### src/arpc_pkg.sv
// ----------------------------------------------------------------------------
// arpc_pkg: shared types and constants for the ARP cache and responder
// Holds the request and response word formats, the command word that passes
// from the front to the back, and the protocol constants.
// ----------------------------------------------------------------------------
`default_nettype none
package arpc_pkg;

   localparam int CacheEntries = 32;
   localparam int IdxW = (CacheEntries > 1) ? $clog2(CacheEntries) : 1;
   localparam int CntW = $clog2(CacheEntries + 1);
   localparam int QueueDepth = 2;
   localparam int QueuePtrW = (QueueDepth > 1) ? $clog2(QueueDepth) : 1;
   localparam int QueueCntW = $clog2(QueueDepth + 1);

   localparam logic [10:0] MinArpLen = 11'd28;
   localparam logic [15:0] OpRequest = 16'd1;
   localparam logic [1:0]  KindNone = 2'd0;
   localparam logic [1:0]  KindRequest = 2'd1;
   localparam logic [1:0]  KindReply = 2'd2;

   localparam logic CsrOwnIp = 1'b0;
   localparam logic CsrOwnMac = 1'b1;

   typedef struct packed {
      logic        func;
      logic [10:0] pkt_len;
      logic [15:0] arp_opcode;
      logic [31:0] peer_ip;
      logic [47:0] peer_mac;
      logic [31:0] asked_ip;
      logic [31:0] lookup_ip;
   } req_word_type;

   typedef struct packed {
      logic [1:0]  tx_kind;
      logic [47:0] eth_dest;
      logic [47:0] out_target_mac;
      logic [31:0] out_target_ip;
      logic        hit;
      logic [47:0] found_mac;
   } rsp_word_type;

   // Classified command handed from the front to the back.
   typedef struct packed {
      logic        drop;      // short packet: answer all zero
      logic        resolve;   // resolve query, else packet store
      logic        reply;     // packet is a request for our address
      logic [31:0] key_ip;    // address to search for
      logic [47:0] peer_mac;
   } cmd_type;

endpackage
`default_nettype wire

### src/arpc_front.sv
// ----------------------------------------------------------------------------
// arpc_front: request classifier and command queue
// Decodes each request word against the own address and queues a command.
// ----------------------------------------------------------------------------
`default_nettype none
module arpc_front (
   input  wire logic                  clock,
   input  wire logic                  reset,
   input  wire logic                  req_valid,
   output logic                       req_ready,
   input  wire arpc_pkg::req_word_type req_data,
   input  wire logic [31:0]           own_ip,
   output logic                       cmd_valid,
   input  wire logic                  cmd_ready,
   output arpc_pkg::cmd_type          cmd_data
);

   localparam int PW = arpc_pkg::QueuePtrW;
   localparam int QW = arpc_pkg::QueueCntW;

   arpc_pkg::cmd_type q_ff [arpc_pkg::QueueDepth];
   logic [PW-1:0]     wr_ptr_ff, wr_ptr_in, rd_ptr_ff, rd_ptr_in;
   logic [QW-1:0]     count_ff, count_in;
   arpc_pkg::cmd_type cmd_new;
   logic              push, pop;

   always_comb begin
      cmd_new.drop = ~req_data.func && (req_data.pkt_len < arpc_pkg::MinArpLen);
      cmd_new.resolve = req_data.func;
      cmd_new.reply = (req_data.arp_opcode == arpc_pkg::OpRequest)
                      && (req_data.asked_ip == own_ip);
      cmd_new.key_ip = req_data.func ? req_data.lookup_ip : req_data.peer_ip;
      cmd_new.peer_mac = req_data.peer_mac;
   end

   assign req_ready = (count_ff != QW'(arpc_pkg::QueueDepth));
   assign push = req_valid && req_ready;
   assign cmd_valid = (count_ff != '0);
   assign pop = cmd_valid && cmd_ready;
   assign cmd_data = q_ff[rd_ptr_ff];

   always_comb begin
      wr_ptr_in = wr_ptr_ff;
      rd_ptr_in = rd_ptr_ff;
      if (push) begin
         wr_ptr_in = (wr_ptr_ff == PW'(arpc_pkg::QueueDepth - 1)) ? '0 : wr_ptr_ff + PW'(1);
      end
      if (pop) begin
         rd_ptr_in = (rd_ptr_ff == PW'(arpc_pkg::QueueDepth - 1)) ? '0 : rd_ptr_ff + PW'(1);
      end
      count_in = count_ff + QW'(push) - QW'(pop);
   end

   always_ff @(posedge clock) begin
      if (reset) begin
         wr_ptr_ff <= '0;
         rd_ptr_ff <= '0;
         count_ff <= '0;
      end else begin
         wr_ptr_ff <= wr_ptr_in;
         rd_ptr_ff <= rd_ptr_in;
         count_ff <= count_in;
      end
      if (push) begin
         q_ff[wr_ptr_ff] <= cmd_new;
      end
   end

endmodule
`default_nettype wire

### src/arpc_back.sv
// ----------------------------------------------------------------------------
// arpc_back: cache walker and response builder
// Walks the cache one entry a cycle, then stores packets and builds responses.
// ----------------------------------------------------------------------------
`default_nettype none
module arpc_back (
   input  wire logic                  clock,
   input  wire logic                  reset,
   input  wire logic                  cmd_valid,
   output logic                       cmd_ready,
   input  wire arpc_pkg::cmd_type     cmd_data,
   input  wire logic [47:0]           own_mac,
   output logic                       rsp_valid,
   input  wire logic                  rsp_ready,
   output arpc_pkg::rsp_word_type     rsp_data
);

   localparam int N = arpc_pkg::CacheEntries;
   localparam int IW = arpc_pkg::IdxW;
   localparam int CW = arpc_pkg::CntW;

   typedef enum logic [2:0] {
      ST_IDLE = 3'b001,
      ST_WALK = 3'b010,
      ST_DONE = 3'b100
   } state_type;

   logic [31:0] ip_mem [N];
   logic [47:0] mac_mem [N];
   logic [N-1:0] valid_ff, valid_in;

   state_type         state_ff, state_in;
   arpc_pkg::cmd_type cmd_ff;
   logic [CW-1:0]     idx_ff, idx_in;
   logic              found_ff, found_in;
   logic [IW-1:0]     found_idx_ff, found_idx_in;
   logic              free_ff, free_in;
   logic [IW-1:0]     free_idx_ff, free_idx_in;
   logic [31:0]       rd_ip_ff;
   logic [47:0]       rd_mac_ff, found_mac_ff, found_mac_in;
   logic              rd_live_ff, rd_live_in;
   logic [IW-1:0]     rd_idx_ff, rd_idx_in;
   logic              rsp_valid_ff, rsp_valid_in;
   arpc_pkg::rsp_word_type rsp_ff, rsp_in;
   logic              wr_en;
   logic [IW-1:0]     wr_idx;
   logic              set_valid;
   logic              hit_now;

   assign cmd_ready = (state_ff == ST_IDLE) && !rsp_valid_ff;
   assign rsp_valid = rsp_valid_ff;
   assign rsp_data = rsp_ff;

   // Registered read of the entry addressed last cycle is compared now.
   assign hit_now = rd_live_ff && valid_ff[rd_idx_ff] && (rd_ip_ff == cmd_ff.key_ip);

   always_comb begin
      state_in = state_ff;
      idx_in = idx_ff;
      found_in = found_ff;
      found_idx_in = found_idx_ff;
      found_mac_in = found_mac_ff;
      free_in = free_ff;
      free_idx_in = free_idx_ff;
      rd_live_in = 1'b0;
      rd_idx_in = rd_idx_ff;
      rsp_valid_in = rsp_valid_ff && !rsp_ready;
      rsp_in = rsp_ff;
      wr_en = 1'b0;
      wr_idx = found_idx_ff;
      set_valid = 1'b0;
      valid_in = valid_ff;
      case (state_ff)
         ST_IDLE: begin
            if (cmd_valid && cmd_ready) begin
               idx_in = '0;
               found_in = 1'b0;
               free_in = 1'b0;
               state_in = cmd_data.drop ? ST_DONE : ST_WALK;
            end
         end
         ST_WALK: begin
            if (hit_now && !found_ff) begin
               found_in = 1'b1;
               found_idx_in = rd_idx_ff;
               found_mac_in = rd_mac_ff;
            end
            if (idx_ff < CW'(N)) begin
               rd_live_in = 1'b1;
               rd_idx_in = idx_ff[IW-1:0];
               if (!valid_ff[idx_ff[IW-1:0]] && !free_ff) begin
                  free_in = 1'b1;
                  free_idx_in = idx_ff[IW-1:0];
               end
               idx_in = idx_ff + CW'(1);
            end else if (!rd_live_ff) begin
               state_in = ST_DONE;
            end
         end
         ST_DONE: begin
            if (!rsp_valid_ff) begin
               rsp_in = '0;
               if (cmd_ff.drop) begin
                  rsp_in = '0;
               end else if (cmd_ff.resolve) begin
                  if (found_ff) begin
                     rsp_in.hit = 1'b1;
                     rsp_in.found_mac = found_mac_ff;
                  end else begin
                     rsp_in.tx_kind = arpc_pkg::KindRequest;
                     rsp_in.eth_dest = '1;
                     rsp_in.out_target_ip = cmd_ff.key_ip;
                  end
               end else begin
                  if (found_ff) begin
                     wr_en = 1'b1;
                     wr_idx = found_idx_ff;
                  end else if (free_ff) begin
                     wr_en = 1'b1;
                     wr_idx = free_idx_ff;
                     set_valid = 1'b1;
                  end
                  if (cmd_ff.reply) begin
                     rsp_in.tx_kind = arpc_pkg::KindReply;
                     rsp_in.eth_dest = cmd_ff.peer_mac;
                     rsp_in.out_target_mac = cmd_ff.peer_mac;
                     rsp_in.out_target_ip = cmd_ff.key_ip;
                  end
               end
               if (set_valid) begin
                  valid_in[wr_idx] = 1'b1;
               end
               rsp_valid_in = 1'b1;
               state_in = ST_IDLE;
            end
         end
         default: begin
            state_in = ST_IDLE;
         end
      endcase
   end

   always_ff @(posedge clock) begin
      if (reset) begin
         state_ff <= ST_IDLE;
         valid_ff <= '0;
         rsp_valid_ff <= 1'b0;
         rd_live_ff <= 1'b0;
      end else begin
         state_ff <= state_in;
         valid_ff <= valid_in;
         rsp_valid_ff <= rsp_valid_in;
         rd_live_ff <= rd_live_in;
      end
      if (cmd_valid && cmd_ready) begin
         cmd_ff <= cmd_data;
      end
      idx_ff <= idx_in;
      found_ff <= found_in;
      found_idx_ff <= found_idx_in;
      found_mac_ff <= found_mac_in;
      free_ff <= free_in;
      free_idx_ff <= free_idx_in;
      rd_idx_ff <= rd_idx_in;
      rsp_ff <= rsp_in;
   end

   // Cache memories: one read port for the walk, one write port for the update.
   always_ff @(posedge clock) begin
      rd_ip_ff <= ip_mem[idx_ff[IW-1:0]];
      rd_mac_ff <= mac_mem[idx_ff[IW-1:0]];
      if (wr_en) begin
         mac_mem[wr_idx] <= cmd_ff.peer_mac;
         if (set_valid) begin
            ip_mem[wr_idx] <= cmd_ff.key_ip;
         end
      end
   end

   // own_mac is the sender address of sent packets; it is not part of the
   // response word, so nothing here depends on it.
   logic own_mac_unused;
   assign own_mac_unused = ^own_mac;

endmodule
`default_nettype wire

### src/arp_cache_and_responder.sv
// ----------------------------------------------------------------------------
// arp_cache_and_responder: IPv4 ARP cache with responder
// Top level: configuration registers, front classifier and back cache walker.
// ----------------------------------------------------------------------------
// Each request word is classified at the front and queued (two deep); the
// back then walks all 32 cache entries, one entry a cycle through the single
// read port of the cache memory. Words are handled one at a time: the back
// takes the next command only once the response has been taken. Short
// packets skip the walk. A received packet stores the sender pair (existing
// entry first, else the lowest free entry, else it is dropped) and answers a
// request for own_ip with a reply; a resolve query returns the cached MAC or
// a broadcast request. Valid bits sit in flip-flops and clear at reset, so
// no clearing pass is needed. The response waits in an output register while
// the next word is accepted.
// ----------------------------------------------------------------------------
`default_nettype none
module arp_cache_and_responder (
   input  wire logic                   clock,
   input  wire logic                   reset,
   input  wire logic                   req_valid,
   output logic                        req_ready,
   input  wire arpc_pkg::req_word_type req_data,
   output logic                        rsp_valid,
   input  wire logic                   rsp_ready,
   output arpc_pkg::rsp_word_type      rsp_data,
   input  wire logic                   csr_valid,
   output logic                        csr_ready,
   input  wire logic [0:0]             csr_index,
   input  wire logic [47:0]            csr_wdata
);

   logic [31:0]       own_ip_ff;
   logic [47:0]       own_mac_ff;
   logic              cmd_valid, cmd_ready;
   arpc_pkg::cmd_type cmd_data;

   // Configuration writes are always taken.
   assign csr_ready = 1'b1;

   always_ff @(posedge clock) begin
      if (reset) begin
         own_ip_ff <= '0;
         own_mac_ff <= '0;
      end else if (csr_valid) begin
         case (csr_index[0])
            arpc_pkg::CsrOwnIp:  own_ip_ff <= csr_wdata[31:0];
            arpc_pkg::CsrOwnMac: own_mac_ff <= csr_wdata;
            default: ;
         endcase
      end
   end

   arpc_front u_front (
      .clock     (clock),
      .reset     (reset),
      .req_valid (req_valid),
      .req_ready (req_ready),
      .req_data  (req_data),
      .own_ip    (own_ip_ff),
      .cmd_valid (cmd_valid),
      .cmd_ready (cmd_ready),
      .cmd_data  (cmd_data)
   );

   arpc_back u_back (
      .clock     (clock),
      .reset     (reset),
      .cmd_valid (cmd_valid),
      .cmd_ready (cmd_ready),
      .cmd_data  (cmd_data),
      .own_mac   (own_mac_ff),
      .rsp_valid (rsp_valid),
      .rsp_ready (rsp_ready),
      .rsp_data  (rsp_data)
   );

endmodule
`default_nettype wire
### config.mk
export PLATFORM = sky130hd
export DESIGN_NAME = arp_cache_and_responder
export DESIGN_NICKNAME = d
export VERILOG_FILES = /design/src/arpc_pkg.sv /design/src/arpc_front.sv /design/src/arpc_back.sv /design/src/arp_cache_and_responder.sv
export SDC_FILE = /design/constraint.sdc
export NUM_CORES = 2
export LEC_CHECK = 0
export BUFFER_PORTS_ARGS = -buffer_cell sky130_fd_sc_hd__buf_2
export CAP_MARGIN = 5
export CELL_PAD_IN_SITES_DETAIL_PLACEMENT = 1
export CELL_PAD_IN_SITES_GLOBAL_PLACEMENT = 2
export CORE_MARGIN = 1
export CORE_UTILIZATION = 50
export CTS_CLUSTER_DIAMETER = 80
export CTS_CLUSTER_SIZE = 8
export DETAILED_ROUTE_END_ITERATION = 8
export PLACE_DENSITY_LB_ADDON = 0.1
export SYNTH_ARGS = -nofsm -noshare
export SYNTH_HDL_FRONTEND = slang
export SYNTH_HIERARCHICAL = 1
export SYNTH_SLANG_ARGS = --single-unit
### constraint.sdc
create_clock -name clock -period 9.35 [get_ports clock]
set_input_delay 1.87 -clock clock [delete_from_list [all_inputs] [get_ports clock]]
set_output_delay 1.87 -clock clock [all_outputs]
set_load 0.1 [all_outputs]
Word-level counts from Yosys, hierarchy flattened. Memories as Yosys holds them, arrays and structs flattened. A register that Yosys moved wholly into a read port is not among the register bits. Index checks and enable logic that the tools add are counted.

Register bits: 406. RAM bits: 2726. Memories: 3. Input port bits: 226. Word-level logic and storage cells: 157.

Memories: u_back.mac_mem (depth 32, bits a word 48, read ports 1, clocked after memory_dff 1, wr ports 1, line arpc_back.sv:29) `logic [47:0] mac_mem [N];`; u_back.ip_mem (depth 32, bits a word 32, read ports 1, clocked after memory_dff 1, wr ports 1, line arpc_back.sv:28) `logic [31:0] ip_mem [N];`; u_front.q_ff (depth 2, bits a word 83, read ports 1, clocked after memory_dff 1, wr ports 1, line arpc_front.sv:21) `arpc_pkg::cmd_type q_ff [arpc_pkg::QueueDepth];`.

Add/sub/neg operators: 5. Eq/ne operators: 14. Magnitude comparators: 6. Bitwise operators: 8. Multiplexer cells: 63. Reductions and logical operators: 32.

Operator list (number): 130-bit 2-to-1 mux (1); 49-bit 2-to-1 mux (2); 32-bit 2-to-1 mux (3); 32-bit == test (2); 50-bit 2-to-1 mux (1); 5-bit 2-to-1 mux (8); 1-bit 2-to-1 mux (34); 32-bit OR (1); 5-bit by 6-bit less-than comparator with 1-bit output (second input constant) (3); 16-bit by 1-bit == test with 1-bit output (second input constant) (1); 3-bit 2-to-1 mux (5); 6-bit 2-to-1 mux (2); 6-bit one-hot mux with 2 select lines (1); 3-bit AND reduction (4); 1-bit logical AND (11); 11-bit by 5-bit less-than comparator with 1-bit output (second input constant) (1); 1-bit binary-select mux with 5-bit select (2); 2-bit inequality test (second input constant) (5); 3-bit one-hot mux with 3 select lines (1); 2-bit AND reduction (4); 4-bit AND reduction (2); 1-bit NOT (7); 6-bit by 1-bit adder with 6-bit output (second input constant) (1); 6-bit less-than comparator (second input constant) (1); 14 further kinds (25).

Logic depth before layout (Yosys ltp).
Word-level depth: 11. Mapped depth: 9.

By module. Netlist, hierarchy kept.

Modules (own cells, without submodules): arpc_back (seq. area each 89215.6 um^2, instances 1, cells an instance 4678, area an instance 112409.1 um^2); arpc_front (seq. area each 5084.9 um^2, instances 1, cells an instance 369, area an instance 6991.7 um^2); arp_cache_and_responder (seq. area each 1601.5 um^2, instances 1, cells an instance 321, area an instance 3387.0 um^2).

Worst setup path before layout. Ideal clock, no wire load.

Kind: register -> register. From: register u_back.rsp_valid_ff, in the netlist u_back/rsp_valid. To: memory u_back.ip_mem[24][0], enable pin. Library setup time: 504 ps. Slack: 1819 ps. Arrival: 7027 ps. Path buffers: 0. Clock period less this slack: 7531 ps. Cell stages (with the launch flop): 5. Path through: dfxtp_1 or4b_1 inv_2 nand2_2 nor4_1.

Cells in the longest elaborated chain, start to end: 5. Elaborated cells on any way between the ends: 9. Classes of those cells: mux (9).

RTL lines: start, declared (line arpc_back.sv:43) `logic rsp_valid_ff, rsp_valid_in;`; start signal, assigned (line arpc_back.sv:152) `rsp_valid_ff <= rsp_valid_in;`; 1-bit 2-to-1 mux (line arpc_back.sv:101) `if (!rsp_valid_ff) begin`; 1-bit 2-to-1 mux (line arpc_back.sv:73) `case (state_ff)`; 1-bit 2-to-1 mux (line arpc_back.sv:174) `if (set_valid) begin`; 1-bit 2-to-1 mux (line arpc_back.sv:172) `if (wr_en) begin`; 1-bit 2-to-1 mux (not written as such) (line arpc_back.sv:175) `ip_mem[wr_idx] <= cmd_ff.key_ip;`; end, declared (line arpc_back.sv:28).

Parallel ways exist; a longest one is shown, timed or not.

Worst setup path in the final report.
From: register u_back.state_ff[0]. To: memory u_back.mac_mem[23][8], enable pin.

Cells in the longest elaborated chain, start to end: 4. Elaborated cells on any way between the ends: 5. Classes of those cells: eq/ne (1); mux (4).

RTL lines: start, declared (line arpc_back.sv:32) `state_type state_ff, state_in;`; start signal, assigned (line arpc_back.sv:150) `state_ff <= state_in;`; 3-bit == test (*) (line arpc_back.sv:73); 1-bit 2-to-1 mux (line arpc_back.sv:73); 1-bit 2-to-1 mux (line arpc_back.sv:172); 1-bit 2-to-1 mux (not written as such) (line arpc_back.sv:173) `mac_mem[wr_idx] <= cmd_ff.peer_mac;`; end, declared (line arpc_back.sv:29).

Mark *: on every way between the ends. The rest lies on a longest branch, timed or not.

==> reports/summary.txt <==
status = finished, final reports clean
die area = 0.244 sq mm
Clock Path Buffers = 4
most frequent cells in the layout = edfxtp_1 (3059), mux4_2 (808), clkbuf_16 (457)
post-place setup slack = 3.99 ns
die height = 494 microns
Crit path buffers/inverters = 2
YS warnings = 6
DRT antenna net count = 0
combinational share of power = 19.5%
H-tree depth = 5
core area = 0.241 sq mm
Hold Path Class = reg2reg
Max Clk Rate = 189 MHz
Layout Skew = 0.0886 ns
Total GRT Usage = 25.3%
share of cells above drive strength 1 = 34.1%
Fin Hold WS = 0.395 ns
Post-Layout Cell Count = 9432
Clock Power Share = 35.2%
Vias = 56800
antenna violations before repair = 19
commonest non-fill, non-tap cell in the layout = edfxtp_1
final worst path period need = 5.30 ns
Final nets = 6158
CP arrival = 5.86 ns
Buffers on Ports = 388
Hold Buf Count CTS = 0
slew margin rel. = 14.4%
Crit Path Class = reg2reg
Reg clk slew, reported paths = 0.05 ns
Num CTS Buffers = 451
post-layout total power = 41.7 mW
Final Hold Violating Endpoints = 0
post-CTS sizing = 0
Clk Latency, worst-skew pair = 1.00 ns
pin count of the biggest net entering global routing = 141
Post-CTS Setup Bufs = 0
syn avg cell area = 23.3 sq um
required time of the critical path = 9.91 ns
kind of cell adding the most delay to the critical path = simple AND/OR/NAND/NOR gates
DR WL/cell = 32.5 microns
RSZ-0062 raised after global routing = false
Seq pwr share = 45.2%
syn nets = 5423
first-pass GRT wire length = 435000 microns
Residual DRC = 0
1st-pass router iterations = 6
Detailed Route WL = 306000 microns
total gr overflow = 0
Tcrit/Tclk final = 56.7%
slowest stage delay, CP = 0.92 ns
worst reg2reg path depth = 6
final setup fails = 0
total of max-cap violations = 0
Leak Pwr = 45.1 nW
crit end category = register
via/cell ratio = 6.03
Root Driver = clkbuf_16
CP Cell Sequence = or4b_1 -> inv_8 -> nand4_1 -> a21bo_2 -> nor2_4 -> buf_4
post-route cell area = 0.140 sq mm
Starting Density = 50.3%
detailed router's first-iteration violation count = 5271
Cell Pwr Density = 298 mW/mm^2
Sw Pwr = 11.2 mW
CTS Sinks = 3213
Area Overhead vs Synth = 15.9%
startpoint types = register
Internal = 30.5 mW
VDD IR-drop max = 0.288 mV
slowest CP cell = nand4_1
Crit path depth = 6
DP Wirelength = 152000 microns
die width = 494 microns
Worst-Margin Slew = 1.28 ns
dpl cell area = 0.128 sq mm
post-route setup TNS = 0 ns
placed insts = 8661
CTS tree = built
vias in the first global route = 60600
Gate Count Post-Synth = 5194
Crit Path Max Fanout = 77
Placement Rows = 180
Post-Synthesis Cell Area = 0.121 sq mm
switching portion of total power = 26.8%
gpl congestion = 0.726
I/O pin total = 408
Final WS setup = 4.05 ns
final core occ = 58.3%
WHS Path Cells = 0
Slew Limit Fails = 0
-- layout make-up --
type | instances | area, sq um
diodes | 5 | 12.5
fillers | 19900 | 100000
clock buffers | 758 | 12600
inverters | 12 | 65.1
repair buffers | 538 | 3190
well taps | 3185 | 3990
flip-flops and latches | 3213 | 94900
multi-input cells | 1713 | 25300
clock inverters | 8 | 103
-- final timing paths --
check	from	to	slack, ns
setup / recovery	u_back/state_ff[0]$_SDFFE_PP1P_	u_back/mac_mem[23][8]$_DFFE_PP_	4.05
setup reg to reg	u_back/state_ff[0]$_SDFFE_PP1P_	u_back/mac_mem[23][8]$_DFFE_PP_	4.05
hold reg to reg	u_back/rd_mac_ff[15]$_DFF_P_	u_back/found_mac_ff[15]$_DFFE_PP_	0.39
hold / removal	u_back/rd_mac_ff[15]$_DFF_P_	u_back/found_mac_ff[15]$_DFFE_PP_	0.39
-- registers in the layout, summed over array words and instances, names as in the netlist, 48 cells and up, named ones only --
name and cells:
u_back/found_mac_ff 48, u_back/rd_mac_ff 48, u_back/mac_mem 1536, u_back/rsp_data 179, u_back/ip_mem 1024, u_front/q_ff 166, u_back/cmd_ff 83
-- power by group through the flow --
stage               Sequential (mW)  Clock (mW)  Combinational, mW
floorplan                      19.3           0               5.29
global placement               19.0           0               8.19
detailed placement             19.2           0               8.28
CTS                            18.9        15.0               8.32
global route                   19.0        15.5               8.66
finish                         18.9        14.7               8.14
-- per-layer routing --
layer  routed length, microns  vias up  global-route usage (%)
li1                         -    23200                       -
met1                   125000    31100                    34.7
met2                   157000     1994                    43.1
met3                    17400      497                    3.62
met4                     6560       10                    6.31
met5                       69        -                       0
No activity file was read; power rests on OpenSTA's default activity.
